==> config.mk <==
export PLATFORM = sky130hd
export DESIGN_NAME = stereo_level_meter
export DESIGN_NICKNAME = d
export VERILOG_FILES = /design/src/rtl/slm_pkg.sv /design/src/rtl/stereo_level_meter.sv /design/src/rtl/slm_ctrl.sv /design/src/rtl/slm_datapath.sv
export VERILOG_INCLUDE_DIRS = /design/src /design/src/rtl
export SDC_FILE = /design/constraint.sdc
export NUM_CORES = 2
export LEC_CHECK = 0
export BUFFER_PORTS_ARGS = -buffer_cell sky130_fd_sc_hd__buf_2
export CAP_MARGIN = 5
export CORE_UTILIZATION = 40
export CTS_BUF_LIST = sky130_fd_sc_hd__clkbuf_4 sky130_fd_sc_hd__clkbuf_8
export DETAILED_ROUTE_END_ITERATION = 8
export MAX_ROUTING_LAYER = met4
export SETUP_SLACK_MARGIN = 0.02
export SLEW_MARGIN = 40
export SYNTH_ARGS = -nofsm -noshare
export SYNTH_HDL_FRONTEND = slang
export SYNTH_SLANG_ARGS = --single-unit
==> constraint.sdc <==
create_clock -name clock -period 34.6 [get_ports clock]
set_input_delay 5.19 -clock clock [delete_from_list [all_inputs] [get_ports clock]]
set_output_delay 5.19 -clock clock [all_outputs]
set_load 0.1 [all_outputs]
==> src/rtl/stereo_level_meter_defines.svh <==
// Assertion macros for the stereo level meter.
`ifndef STEREO_LEVEL_METER_DEFINES_SVH
`define STEREO_LEVEL_METER_DEFINES_SVH
`ifndef SYNTHESIS
`define SLM_ASSERT_IMP(label, clk, rst, cond, prop) \
   label: assert property (@(posedge clk) disable iff (rst) (cond) |-> (prop)) \
      else $error("slm check failed");
`define SLM_ASSERT_NXT(label, clk, rst, cond, prop) \
   label: assert property (@(posedge clk) disable iff (rst) (cond) |=> (prop)) \
      else $error("slm check failed");
`else
`define SLM_ASSERT_IMP(label, clk, rst, cond, prop)
`define SLM_ASSERT_NXT(label, clk, rst, cond, prop)
`endif
`endif

==> src/rtl/slm_pkg.sv <==
`default_nettype none
package slm_pkg;
   localparam int SampleBitsDefault = 16;
   localparam int CountBitsDefault  = 24;
   localparam int CaptureReset      = 24000 * 2;

   typedef struct packed {
      logic accum;    // accumulate one frame
      logic start;    // start divide of totals
   } slm_cmd_type;

   typedef struct packed {
      logic report;   // frame just added closes capture
      logic done;     // report math finished
   } slm_sts_type;
endpackage
`default_nettype wire

==> src/rtl/stereo_level_meter.sv <==
`default_nettype none
// channel | dir | handshake           | content
// req     | in  | tvalid/tready       | one stereo frame
// rsp     | out | tvalid/tready       | one level report
// csr     | in  | wen                 | capture_frames
// A frame is taken in ST_IDLE, then its capture-end check runs in ST_CHK.
// A frame that closes a capture blocks req until its report is transferred:
// the check, 55 divide steps (2*SAMPLE+COUNT-1), 1 load, 28 root steps,
// the done handoff and the rsp transfer; no frame is taken meanwhile.
// Reset: synchronous, clears all totals; capture_frames returns to 48000.
// A stalled rsp holds the report and blocks req until transferred.
module stereo_level_meter
   import slm_pkg::*;
#(
   parameter int SAMPLE_BITS = SampleBitsDefault,
   parameter int COUNT_BITS  = CountBitsDefault
) (
   input  wire logic                  clock,
   input  wire logic                  reset,
   input  wire logic                  csr_wen,
   input  wire logic [COUNT_BITS-1:0] csr_wdata,
   input  wire logic                  req_tvalid,
   output logic                       req_tready,
   // left_sample, right_sample
   input  wire logic [2*SAMPLE_BITS-1:0] req_tdata,
   output logic                       rsp_tvalid,
   input  wire logic                  rsp_tready,
   // left_mean_abs, left_rms, left_peak, right_mean_abs, right_rms,
   // right_peak, frames_counted, zero pad
   output logic [((6*SAMPLE_BITS-2+COUNT_BITS+7)/8)*8-1:0] rsp_tdata,
   // pick_right
   output logic                       rsp_tuser
);
   localparam int UW = 6*SAMPLE_BITS-2+COUNT_BITS;
   localparam int PW = ((UW+7)/8)*8;

   logic [COUNT_BITS-1:0] cap_ff;
   slm_cmd_type cmd;
   slm_sts_type sts;
   logic [SAMPLE_BITS-1:0] lma, lrm, rma, rrm;
   logic [SAMPLE_BITS-2:0] lpk, rpk;
   logic [COUNT_BITS-1:0]  fc;

   always_ff @(posedge clock) begin
      if (reset)        cap_ff <= COUNT_BITS'(CaptureReset);
      else if (csr_wen) cap_ff <= csr_wdata;
   end

   slm_ctrl u_ctrl (
      .clock, .reset, .req_tvalid, .req_tready, .rsp_tvalid, .rsp_tready,
      .cmd, .sts
   );

   slm_datapath #(.SAMPLE_BITS(SAMPLE_BITS), .COUNT_BITS(COUNT_BITS)) u_dp (
      .clock, .reset, .capture_frames(cap_ff),
      .left_sample(req_tdata[SAMPLE_BITS-1:0]),
      .right_sample(req_tdata[2*SAMPLE_BITS-1:SAMPLE_BITS]),
      .cmd, .sts,
      .left_mean_abs(lma), .left_rms(lrm), .left_peak(lpk),
      .right_mean_abs(rma), .right_rms(rrm), .right_peak(rpk),
      .frames_counted(fc), .pick_right(rsp_tuser)
   );

   assign rsp_tdata = PW'({fc, rpk, rrm, rma, lpk, lrm, lma});
endmodule
`default_nettype wire

==> src/rtl/slm_ctrl.sv <==
`default_nettype none
module slm_ctrl
   import slm_pkg::*;
(
   input  wire logic        clock,
   input  wire logic        reset,
   input  wire logic        req_tvalid,
   output logic             req_tready,
   output logic             rsp_tvalid,
   input  wire logic        rsp_tready,
   output slm_cmd_type      cmd,
   input  wire slm_sts_type sts
);
   localparam logic [1:0] ST_IDLE = 2'd0;
   localparam logic [1:0] ST_CHK  = 2'd1;
   localparam logic [1:0] ST_CALC = 2'd2;
   localparam logic [1:0] ST_OUT  = 2'd3;

   logic [1:0] state_ff, state_in;

   always_comb begin
      state_in   = state_ff;
      req_tready = 1'b0;
      rsp_tvalid = 1'b0;
      cmd        = '0;
      case (state_ff)
         ST_IDLE: begin
            req_tready = 1'b1;
            if (req_tvalid) begin
               cmd.accum = 1'b1;
               state_in  = ST_CHK;
            end
         end
         ST_CHK: begin
            if (sts.report) begin
               cmd.start = 1'b1;
               state_in  = ST_CALC;
            end else begin
               state_in = ST_IDLE;
            end
         end
         ST_CALC: if (sts.done) state_in = ST_OUT;
         ST_OUT: begin
            rsp_tvalid = 1'b1;
            if (rsp_tready) state_in = ST_IDLE;
         end
         default: state_in = ST_IDLE;
      endcase
   end

   always_ff @(posedge clock) begin
      if (reset) state_ff <= ST_IDLE;
      else       state_ff <= state_in;
   end
endmodule
`default_nettype wire

==> src/rtl/slm_datapath.sv <==
`default_nettype none
module slm_datapath
   import slm_pkg::*;
#(
   parameter int SAMPLE_BITS = SampleBitsDefault,
   parameter int COUNT_BITS  = CountBitsDefault
) (
   input  wire logic                   clock,
   input  wire logic                   reset,
   input  wire logic [COUNT_BITS-1:0]  capture_frames,
   input  wire logic [SAMPLE_BITS-1:0] left_sample,
   input  wire logic [SAMPLE_BITS-1:0] right_sample,
   input  wire slm_cmd_type            cmd,
   output slm_sts_type                 sts,
   output logic [SAMPLE_BITS-1:0]      left_mean_abs,
   output logic [SAMPLE_BITS-1:0]      left_rms,
   output logic [SAMPLE_BITS-2:0]      left_peak,
   output logic [SAMPLE_BITS-1:0]      right_mean_abs,
   output logic [SAMPLE_BITS-1:0]      right_rms,
   output logic [SAMPLE_BITS-2:0]      right_peak,
   output logic [COUNT_BITS-1:0]       frames_counted,
   output logic                        pick_right
);
   localparam int AW = SAMPLE_BITS + COUNT_BITS;         // abs total width
   localparam int QW = 2 * SAMPLE_BITS + COUNT_BITS - 1; // square total width
   localparam int DW = QW + COUNT_BITS;                  // divide shift width
   localparam int RW = QW / 2 + 1;                        // root width
   localparam int CW = $clog2(QW + 1);

   logic [AW-1:0] labs_ff, rabs_ff;
   logic [QW-1:0] lsq_ff, rsq_ff;
   logic [SAMPLE_BITS-2:0] lpk_ff, rpk_ff;
   logic [COUNT_BITS-1:0]  tally_ff;
   logic [SAMPLE_BITS-1:0] lmag, rmag;
   logic [SAMPLE_BITS-2:0] lclp, rclp;
   logic [COUNT_BITS-1:0]  tally_inc;

   function automatic logic [SAMPLE_BITS-1:0] mag(input logic [SAMPLE_BITS-1:0] v);
      mag = v[SAMPLE_BITS-1] ? (~v + 1'b1) : v;
   endfunction

   assign lmag = mag(left_sample);
   assign rmag = mag(right_sample);
   assign lclp = lmag[SAMPLE_BITS-1] ? '1 : lmag[SAMPLE_BITS-2:0];
   assign rclp = rmag[SAMPLE_BITS-1] ? '1 : rmag[SAMPLE_BITS-2:0];
   assign tally_inc = tally_ff + 1'b1;

   // square registered before the add
   logic [2*SAMPLE_BITS-1:0] lsqr_ff, rsqr_ff;
   logic                     sq_pend_ff;

   // restoring dividers on the four totals, one quotient bit a cycle
   logic [DW-1:0] ldn_ff, rdn_ff;     // remainder:dividend shift regs, square
   logic [AW+COUNT_BITS-1:0] lan_ff, ran_ff;
   logic [CW-1:0] cnt_ff;
   logic [1:0]    phase_ff;           // 0 idle, 1 divide, 2 root
   logic [COUNT_BITS-1:0] div_ff;
   logic [QW-1:0] lq_ff, rq_ff;
   logic [SAMPLE_BITS-1:0] laq_ff, raq_ff;

   // report fields held for rsp
   logic                   done_ff;
   logic [COUNT_BITS-1:0]  frames_ff;
   logic [SAMPLE_BITS-2:0] lpko_ff, rpko_ff;
   logic                   pick_ff;

   // square root state
   logic [QW-1:0] lrem_ff, rrem_ff;
   logic [RW-1:0] lroot_ff, rroot_ff;

   // partial remainder needs one bit above the divisor after the shift
   function automatic logic [DW-1:0] dstep(input logic [DW-1:0] x,
                                           input logic [COUNT_BITS-1:0] d);
      logic [DW-1:0] s;
      logic [COUNT_BITS:0] hi;
      s  = x << 1;
      hi = {x[DW-1], s[DW-1:QW]};
      if (hi >= {1'b0, d}) begin
         s[DW-1:QW] = COUNT_BITS'(hi - {1'b0, d});
         s[0] = 1'b1;
      end
      dstep = s;
   endfunction

   function automatic logic [AW+COUNT_BITS-1:0] astep(input logic [AW+COUNT_BITS-1:0] x,
                                                     input logic [COUNT_BITS-1:0] d);
      logic [AW+COUNT_BITS-1:0] s;
      logic [COUNT_BITS:0] hi;
      s  = x << 1;
      hi = {x[AW+COUNT_BITS-1], s[AW+COUNT_BITS-1:AW]};
      if (hi >= {1'b0, d}) begin
         s[AW+COUNT_BITS-1:AW] = COUNT_BITS'(hi - {1'b0, d});
         s[0] = 1'b1;
      end
      astep = s;
   endfunction

   // one root bit per cycle: test (root<<2|1)... classic digit recurrence
   logic [QW+1:0] ltr, rtr, lrm2, rrm2;
   logic [CW-1:0] pair;
   // root steps run with cnt 1..RW, top pair first
   assign pair = CW'(RW) - cnt_ff;
   assign lrm2 = {lrem_ff, 2'b00};
   assign rrm2 = {rrem_ff, 2'b00};
   assign ltr = {QW'(lroot_ff), 2'b01};
   assign rtr = {QW'(rroot_ff), 2'b01};
   logic [1:0] lpair, rpair;
   logic [2*RW-1:0] lqx, rqx;
   assign lqx = (2*RW)'(lq_ff);
   assign rqx = (2*RW)'(rq_ff);
   assign lpair = lqx[2*pair +: 2];
   assign rpair = rqx[2*pair +: 2];
   logic [QW+1:0] lcand, rcand;
   assign lcand = lrm2 | (QW+2)'(lpair);
   assign rcand = rrm2 | (QW+2)'(rpair);

   always_ff @(posedge clock) begin
      if (reset) begin
         labs_ff <= '0; rabs_ff <= '0; lsq_ff <= '0; rsq_ff <= '0;
         lpk_ff <= '0; rpk_ff <= '0; tally_ff <= '0;
         sq_pend_ff <= 1'b0; phase_ff <= 2'd0; cnt_ff <= '0;
         done_ff <= 1'b0;
      end else begin
         done_ff    <= (phase_ff == 2'd2) && (cnt_ff == CW'(RW));
         sq_pend_ff <= cmd.accum;
         if (cmd.accum) begin
            lsqr_ff  <= lmag * lmag;
            rsqr_ff  <= rmag * rmag;
            labs_ff  <= labs_ff + AW'(lmag);
            rabs_ff  <= rabs_ff + AW'(rmag);
            if (lclp > lpk_ff) lpk_ff <= lclp;
            if (rclp > rpk_ff) rpk_ff <= rclp;
            tally_ff <= tally_inc;
         end
         if (sq_pend_ff && !cmd.start) begin
            lsq_ff <= lsq_ff + QW'(lsqr_ff);
            rsq_ff <= rsq_ff + QW'(rsqr_ff);
         end
         if (cmd.start) begin
            ldn_ff <= DW'(lsq_ff + QW'(lsqr_ff));
            rdn_ff <= DW'(rsq_ff + QW'(rsqr_ff));
            lan_ff <= (AW+COUNT_BITS)'(labs_ff);
            ran_ff <= (AW+COUNT_BITS)'(rabs_ff);
            div_ff <= tally_ff;
            frames_ff <= tally_ff;
            lpko_ff   <= lpk_ff;
            rpko_ff   <= rpk_ff;
            pick_ff   <= ({1'b0, rabs_ff} > {labs_ff, 1'b0}) && (rpk_ff > lpk_ff);
            labs_ff <= '0; rabs_ff <= '0; lpk_ff <= '0; rpk_ff <= '0;
            lsq_ff <= '0; rsq_ff <= '0; tally_ff <= '0;
            cnt_ff <= '0; phase_ff <= 2'd1;
         end else if (phase_ff == 2'd1) begin
            ldn_ff <= dstep(ldn_ff, div_ff);
            rdn_ff <= dstep(rdn_ff, div_ff);
            if (cnt_ff < CW'(AW)) begin
               lan_ff <= astep(lan_ff, div_ff);
               ran_ff <= astep(ran_ff, div_ff);
            end
            if (cnt_ff == CW'(QW - 1)) begin
               phase_ff <= 2'd2; cnt_ff <= '0;
            end else begin
               cnt_ff <= cnt_ff + 1'b1;
            end
            lq_ff <= '0; rq_ff <= '0;
         end else if (phase_ff == 2'd2) begin
            if (cnt_ff == '0) begin
               lq_ff <= ldn_ff[QW-1:0]; rq_ff <= rdn_ff[QW-1:0];
               laq_ff <= lan_ff[SAMPLE_BITS-1:0]; raq_ff <= ran_ff[SAMPLE_BITS-1:0];
               lrem_ff <= '0; rrem_ff <= '0; lroot_ff <= '0; rroot_ff <= '0;
               cnt_ff <= CW'(1);
            end else begin
               if (lcand >= ltr) begin
                  lrem_ff <= QW'(lcand - ltr); lroot_ff <= {lroot_ff[RW-2:0], 1'b1};
               end else begin
                  lrem_ff <= QW'(lcand); lroot_ff <= {lroot_ff[RW-2:0], 1'b0};
               end
               if (rcand >= rtr) begin
                  rrem_ff <= QW'(rcand - rtr); rroot_ff <= {rroot_ff[RW-2:0], 1'b1};
               end else begin
                  rrem_ff <= QW'(rcand); rroot_ff <= {rroot_ff[RW-2:0], 1'b0};
               end
               if (cnt_ff == CW'(RW)) begin
                  phase_ff <= 2'd0;
               end
               cnt_ff <= cnt_ff + 1'b1;
            end
         end
      end
   end

   always_comb begin
      sts.report = (tally_ff >= capture_frames);
      sts.done   = done_ff;
   end

   assign left_mean_abs  = laq_ff;
   assign right_mean_abs = raq_ff;
   assign left_rms       = lroot_ff[SAMPLE_BITS-1:0];
   assign right_rms      = rroot_ff[SAMPLE_BITS-1:0];
   assign left_peak      = lpko_ff;
   assign right_peak     = rpko_ff;
   assign frames_counted = frames_ff;
   assign pick_right     = pick_ff;

   `include "stereo_level_meter_defines.svh"
   `SLM_ASSERT_NXT(a_start_div, clock, reset, cmd.start, phase_ff == 2'd1 && tally_ff == '0)
   `SLM_ASSERT_IMP(a_no_overlap, clock, reset, cmd.accum, phase_ff == 2'd0)
   `SLM_ASSERT_NXT(a_done_idle, clock, reset, done_ff, phase_ff == 2'd0)
endmodule
`default_nettype wire

==> key figures <==
Run status
  • Run status: completed

Clock tree
  • Max Root-Sink Buffers: 3
  • Maximum level of the CTS H-tree: 4
  • Library cell used as clock root buffer: clkbuf_8
  • TritonCTS clock tree: done
  • Clock transition at the registers of the reported paths: around 0.060 ns
  • TritonCTS buffer count: about 180
  • Sinks on Clock Net: 991
  • Clock insertion delay at the later pin of the skew report: 0.91 ns
  • Post-CTS Setup Bufs: 0
  • Number of instances resized during post-cts repair: 0
  • Number of buffers added to fix hold violations after cts: 0

Routing
  • Length of routed wiring on met1: between 80000 and 90000 um
  • Drc violations: 0
  • Via-per-instance ratio: around 5.2
  • DRC marker count from the first detailed-route iteration: about 3300
  • Via count of the routed design: 52300
  • Total length of routed wires: between 150000 and 200000 um
  • Total met3 wirelength after detailed routing: between 8000 and 9000 um
  • Highest routed metal layer: met4
  • Routed wl met2: between 80000 and 90000 um
  • Wire length per cell: about 18 um
  • Count of antenna-violating nets left after detailed routing: 0
  • First drt pass iteration count: 7

Finish
  • Commonest cells after routing, fill and taps aside: nand2_1 (848), nor2_1 (802), inv_1 (771), edfxtp_1 (711), ha_1 (560)
  • Leading cell type in the layout, fill and taps excluded: nand2_1
  • Sequential cell area: roughly 0.027 sq mm
  • Final layout net count: about 8500
  • Ratio of cells with drive above 1 in the final layout: 0.0872
  • Filler instances: 16700
  • Final Core Density: 0.446
  • Synthesis-to-finish area growth: 10.4%
  • Multi-input logic area: roughly 0.04 sq mm

GRT
  • Global-route congestion overflow total: 0
  • Via count of the first global-routing pass: approximately 52000
  • Wire length of the first global-routing pass: 283000 um
  • All-layer global routing usage: 0.203
  • Maximum number of pins on one net before global-route repair: between 100 and 150
  • Antenna violations before repair: 5

Power
  • Register share of total power: 0.240
  • Switching fraction of total power: 0.421
  • Portion of total power attributed to combinational logic: 0.578
  • Sw power: ~2.7 mW
  • Total leakage power: ~34 nW
  • PD cells: between 80 and 90 mW/mm^2
  • Worst ir drop on vdd: roughly 0.13 mV
  • Internal power contribution: 3.72 mW
  • Clock network fraction of total power: 0.182

Timing
  • Setup Viol. Count Final: 0
  • Fmax: ~77 MHz
  • Setup repair after global routing missed its margin: no
  • Number of hold violations in the final report: 0
  • Max Slew Vio Count: 0
  • Fin crit share: 0.377
  • Max_slew headroom: 0.448
  • Setup TNS: 0 ns
  • Minimum period implied by the final worst setup slack: roughly 13 ns
  • Clock skew after layout: slightly below 0.06 ns
  • Tightest Pin Transition: 0.825 ns

Logic synthesis
  • Syn. warnings: 0
  • Post-Synth Adder-Cell Area: 0.195
  • Portion of netlist area occupied by mux cells: 0.0320
  • Proportion of register bits with asynchronous set or reset after synthesis: 0
  • Post-synth top area cell: edfxtp_1
  • Combinational family with the most area after synthesis: adder cells
  • Synth Area in Compound Gates: 0.115
  • Cell count after synthesis: 7372
  • Share of Yosys cell area claimed by the top area cell type: 0.303
  • Mean post-synth cell area: 9.57 sq um
  • Xor-xnor portion of the synthesized cell area: 0.0578
  • Sequential-to-total area share from yosys stat: 0.382
  • Prevailing post-synth register cell: edfxtp_1
  • Top cells by area in the synthesized netlist: edfxtp_1 (30%), ha_1 (10%), fa_1 (9.5%)
  • Synthesized area: slightly above 0.07 sq mm
  • Simple-gate area share of the yosys netlist: 0.159
  • Count of flip-flops with a built-in enable after synthesis: just over 700
  • Number of flip-flops and latches in the synthesized netlist: about 990
  • Netlist cell types: 94

Place
  • Input/output buffers: approximately 180
  • Routability-driven placement congestion ratio: approximately 0.9
  • Placed wire-length estimate after detailed placement: roughly 130000 um

Floorplan
  • Effective utilization at floorplan: 0.404
  • Die span in x: 422 um
  • Number of I/O pins: approximately 180
  • Placement row count: about 150
  • Core area: roughly 0.17 sq mm
  • Floorplan die area: between 0.15 and 0.2 sq mm
  • Chip Height: ~420 um

Worst setup path
  • Kind of start point of the critical path: input pin
  • Crit-path max FO: 17
  • Critical Path AT: between 10 and 15 ns
  • Critical-path cell with the highest stage delay: xor2_1
  • Total buffers and inverters traversed by the critical path: 9
  • Cell family contributing the most delay on the critical path: adder cells
  • Kind of end point of the critical path: register
  • Required @ worst endpoint: 35.22 ns
  • Worst setup path class: input pin to register
  • Slowest Stage Delay on Critical Path: about 0.62 ns

Job
  • Max-capacitance violation count: 0

Min path
  • Min-delay worst type: register to register
==> power groups by stage <==
stage	Combinational, mW	Sequential, mW	Clock [mW]
floorplan	2.85	1.54	0
global placement	3.65	1.56	0
detailed placement	3.70	1.56	0
CTS	3.73	1.54	1.20
global route	4.25	1.55	1.25
finish	3.71	1.54	1.17
==> metal layers <==
metal	vias up	GRT usage
li1	25600	-
met1	25300	0.265
met2	1133	0.317
met3	294	0.0338
met4	0	0.0707
met5	-	-
==> final cells by class <==
class,instances,area share
clock inverters,65,0.00702
well taps,2325,0.0374
inverters,788,0.0380
repair buffers,252,0.0202
diodes,5,0.000161
clock buffers,266,0.0412
multi-input cells,5333,0.510
flip-flops and latches,991,0.346
==> state kept, by name (all words and copies together) (netlist names), 28 cells and up <==
name and count:
u_dp.ldn_ff 79, u_dp.rdn_ff 79, u_dp.lan_ff 64, u_dp.ran_ff 64
u_dp.lq_ff 55, u_dp.lrem_ff 55, u_dp.lsq_ff 55, u_dp.rq_ff 55
u_dp.rrem_ff 55, u_dp.rsq_ff 55, u_dp.labs_ff 40, u_dp.rabs_ff 40
u_dp.lsqr_ff 31, u_dp.rsqr_ff 31, u_dp.lroot_ff 28, u_dp.rroot_ff 28
==> worst paths after layout <==
path / slack [ns] / endpoint / cells past startpoint / start
setup / recovery: 21.55 / u_dp.lsqr_ff[29]$_DFFE_PP_ / 31 / req_tdata[0]
hold / removal: 0.43 / u_dp.left_peak[10]$_DFFE_PP_ / 0 / u_dp.lpk_ff[10]$_SDFFE_PP0P_
setup reg to reg: 27.98 / u_dp.lrem_ff[40]$_SDFFCE_PP0P_ / 21 / u_dp.cnt_ff[0]$_SDFFE_PP0N_
hold reg to reg: 0.43 / u_dp.left_peak[10]$_DFFE_PP_ / 0 / u_dp.lpk_ff[10]$_SDFFE_PP0P_
==> synth_stat cells, drive strengths merged, types with 15 or more instances <==
master,n
a211oi,73
a21boi,16
a21o,189
a21oi,396
a31oi,39
and2,24
and3,58
buf,66
clkbuf,216
clkinv,15
dfxtp,280
edfxtp,711
fa,336
ha,561
inv,773
mux2i,160
mux4,26
nand2,851
nand2b,54
nand3,120
nand4,86
nor2,806
nor2b,160
nor3,104
nor4,39
o211ai,32
o21a,53
o21ai,274
o21bai,60
o31ai,19
or2,27
or3,77
xnor2,294
xor2,171
==> metrics by stage <==
step                      hold WS, ns  worst slack [ns]  power, mW  area, sq um  std cells
after global placement          0.415             20.93       5.21        73800       9682
final                           0.433             21.55       6.42        77800      10000
after floorplan                 0.408             14.66       4.39        70600       7394
after global routing            0.446             20.99       7.05        77800      10000
after CTS                       0.436             21.68       6.48        77800      10000
after detailed placement        0.424             20.71       5.27        74000       9688
==> kinds of logic after synthesis <==
kind of cell,Yosys count
buffers and inverters,1070
DFF,991
and+or+nand+nor,2472
muxes,192
adders and majority gates,897
xor gates and xnor gates,465
other,2
AOI/OAI and AO/OA,1283
Note: power is estimated with default switching activity, not from simulation.
